### config.mk
export PLATFORM = sky130hd
export DESIGN_NAME = isw_ram
export DESIGN_NICKNAME = d
export VERILOG_FILES = /design/src/sv/isw_ram.sv
export SDC_FILE = /design/constraint.sdc
export NUM_CORES = 2
export LEC_CHECK = 0
export BUFFER_PORTS_ARGS = -buffer_cell sky130_fd_sc_hd__buf_2
export CAP_MARGIN = 20
export CORE_MARGIN = 2
export CORE_UTILIZATION = 55
export CTS_CLUSTER_DIAMETER = 100
export DETAILED_ROUTE_END_ITERATION = 16
export HOLD_SLACK_MARGIN = 0.08
export PLACE_DENSITY = 0.71
export SLEW_MARGIN = 10
export SYNTH_ARGS = -nofsm -noshare
export SYNTH_HDL_FRONTEND = slang
export SYNTH_SLANG_ARGS = --single-unit
### constraint.sdc
create_clock -name clk_i -period 8.3 [get_ports clk_i]
set_input_delay 0.415 -clock clk_i [delete_from_list [all_inputs] [get_ports clk_i]]
set_output_delay 0.415 -clock clk_i [all_outputs]
set_load 0.01 [all_outputs]
### src/sv/isw_ram.sv
// Generic single-write, single-read RAM with registered read data.
// No dependencies.
`timescale 1ns / 1ps
`default_nettype none

module isw_ram #(
  parameter int unsigned WIDTH = 64,
  parameter int unsigned DEPTH = 64
) (
  input  wire logic                     clk_i,
  input  wire logic                     we_i,
  input  wire logic [$clog2(DEPTH)-1:0] waddr_i,
  input  wire logic [WIDTH-1:0]         wdata_i,
  input  wire logic [$clog2(DEPTH)-1:0] raddr_i,
  output logic      [WIDTH-1:0]         rdata_o
);

  logic [WIDTH-1:0] mem_q [DEPTH];

  // Write port
  always_ff @(posedge clk_i) begin
    if (we_i) begin
      mem_q[waddr_i] <= wdata_i;
    end
  end

  // Registered read port
  always_ff @(posedge clk_i) begin
    rdata_o <= mem_q[raddr_i];
  end

endmodule

`default_nettype wire

==> impl_metrics.json <==
{
  "synthArstFlopShare_pct": 0,
  "leakage_nw": 54.9,
  "die_h_um": 537,
  "clk_pin_slew_ns": 0.06,
  "cp_data_arrival_time_ns": 3.89,
  "reg2regPathDepth": 5,
  "fmax_mhz": 320,
  "grt_use_total_pct": 28.8,
  "min-delay-start": "wdata_i[44]",
  "core.rowCount": 195,
  "hp-class": "in2reg",
  "antenna_found_initial": 39,
  "ios": 142,
  "slew_viol_final": 0,
  "finalCritPeriodShare_pct": 37.7,
  "area_growth_pct": 12.6,
  "outcome": "complete, no violations",
  "ys_ff_latch": 4160,
  "synthCells": 6598,
  "endpoint_kind": "flop",
  "viasPerCell": 6.87,
  "final_antenna_net_count": 0,
  "io_buffers": 141,
  "syn-num-nets": 6676,
  "grt_pass1_vias": 75900,
  "syn_area_per_cell_um2": 23.7,
  "syn_area_um2": 156000,
  "worst_pin_slew_ns": 1.19,
  "power_mw": 43.3,
  "synth_simple_gate_area_share_pct": 1.24,
  "skew_ns": 0.0737,
  "cts_tree": "done",
  "clockBufferDepth": 4,
  "yosysSeqAreaShare_pct": 79.5,
  "yosysWarnings": 0,
  "dieArea_um2": 289000,
  "synth_xor_area_share_pct": 0,
  "fp.dieW_um": 537,
  "maxSlewHeadroom_pct": 20.5,
  "hold_viol": 0,
  "htreeDepth": 5,
  "crit_required_ns": 9.06,
  "ys_types": 33,
  "synth_edf_count": 4096,
  "wl_per_cell_um": 37.3,
  "power_density_nw_per_um2": 246,
  "gp_congestion": 0.806,
  "setup_viol": 0,
  "dr.pass1.iters": 6,
  "holdPathEnd": "mem_q[42][44]$_DFFE_PP_",
  "register_area_um2": 124000,
  "synth_area_leaders": "edfxtp_1, mux4_2, mux2i_1",
  "multi_input_area_um2": 30800,
  "synth_commonest_cells": "edfxtp_1, mux4_2, buf_2",
  "hpwl_um": 215000,
  "synth_mux_area_share_pct": 15.6,
  "overflow": 0,
  "vias": 76300,
  "yosysTopAreaCell": "edfxtp_1",
  "grt_pass1_wl_um": 581000,
  "drv_cap": 0,
  "synth_ff_type": "edfxtp_1",
  "drive_gt1_share_pct": 27.9,
  "period_needed_ns": 3.13,
  "grt_max_degree": 138,
  "synth-adder-area-share_pct": 0,
  "crit_type": "in2reg",
  "reg2reg_from": "mem_q[63][55]$_DFFE_PP_",
  "core-area_um2": 283000,
  "ir_worst_vdd_v": 0.000222,
  "cts-root-buf": "clkbuf_16",
  "fin_nets": 7084,
  "yosysMostFrequentCell": "edfxtp_1",
  "start_kind": "input port",
  "numCtsBuffers": 402,
  "regToRegEndpoint": "rdata_o[55]$_DFF_P_",
  "synth_top_cell_area_share_pct": 78.7,
  "drt_iter0_markers": 12200,
  "clk_latency_ns": 0.93,
  "drcViolationCount": 0,
  "cts_num_sinks": 4160,
  "drt-total-wl_um": 414000,
  "regToRegSetupSlack_ns": 6.20,
  "tns_ns": 0,
  "cts_resized": 0,
  "min_path_cells": 1,
  "grt_setup_unrepaired": "false",
  "start_util_pct": 55.3,
  "fillers": 18300,
  "synth_top_family_by_area": "multiplexers",
  "cp_max_fo": 85,
  "synth_compound_area_share_pct": 2.48
}
[critical path, cell delays in order]
cell,delay [ns]
buf_12,0.47
buf_12,0.59
buf_4,0.80
mux4_2,0.60
a22o_1,0.27
nor2_1,0.27
a211oi_1,0.14
[flip-flops by register name, indices dropped and copies added (netlist names)]
| name | count |
|---|---|
| mem_q | 4096 |
| rdata_o | 64 |
[placed cells by master, fill, tap and decap left out, types with 38 or more instances in the layout]
cell / instances
edfxtp_1: 4096
mux4_2: 1024
clkbuf_16: 407
a22oi_1: 168
buf_4: 154
buf_2: 137
mux2i_1: 135
clkbuf_1: 96
a22o_1: 88
o22ai_1: 83
clkinv_1: 75
clkinv_2: 72
nor2_4: 65
and3_1: 64
dfxtp_1: 64
a211oi_1: 63
nand2_1: 56
buf_12: 48
nor2_1: 47
nand3_1: 45
o221ai_1: 38
[logic make-up after synthesis]
family,after synthesis
buf+inv,389
flops,4160
simple gates,386
mux,1159
compound gates,504
[cell type report]
class / count / share of cell area, %
clock buffer: 517 / 6.10
clock inverter: 219 / 1.25
antenna: 19 / 0.0270
timing repair buffer: 374 / 1.88
tap: 3743 / 2.66
sequential: 4160 / 70.6
multi-input combinational: 2049 / 17.5
inverter: 19 / 0.0405
[power by group]
part	total, mW	switching, mW	internal (mW)
combinational	1.98	1.24	0.746
sequential	23.4	0.112	23.3
clock	18.0	7.68	10.3
[worst max path at each step]
stage,start,to,cells after the start
final,raddr_i[0],rdata_o[43]$_DFF_P_,7
after global routing,raddr_i[0],rdata_o[41]$_DFF_P_,8
after CTS,raddr_i[0],rdata_o[41]$_DFF_P_,8
after detailed placement,raddr_i[0],rdata_o[41]$_DFF_P_,8
after global placement,raddr_i[0],rdata_o[41]$_DFF_P_,8
after floorplan,waddr_i[3],mem_q[48][0]$_DFFE_PP_,4
[what timing repair did]
action	4_1_cts	5_1_grt
endpoints found under the hold margin	0	388
hold buffers	0	25
buffers inserted	0	0
[metal layers]
metal  global-route usage (%)  vias to the layer above  share of wire [%]
met5                        0                        -              0.017
met4                     9.89                       12                3.6
met3                     6.37                      837                 12
met2                     45.0                     5263                 48
met1                     41.0                    40800                 36
li1                         -                    29300                  -
[stage by stage]
stage	cell area [µm²]	utilization (%)	setup slack [ns]	instances	hold slack (ns)
3_5_place_dp	162000	57.4	4.17	10300	0.829
6_report	176000	62.3	5.17	11100	0.109
4_1_cts	175000	62.0	5.13	11000	0.158
5_1_grt	176000	62.3	4.89	11100	0.112
3_3_place_gp	162000	57.4	4.23	10300	0.829
2_1_floorplan	156000	-	2.45	6598	0.514
(Power assumes the default switching activity.)
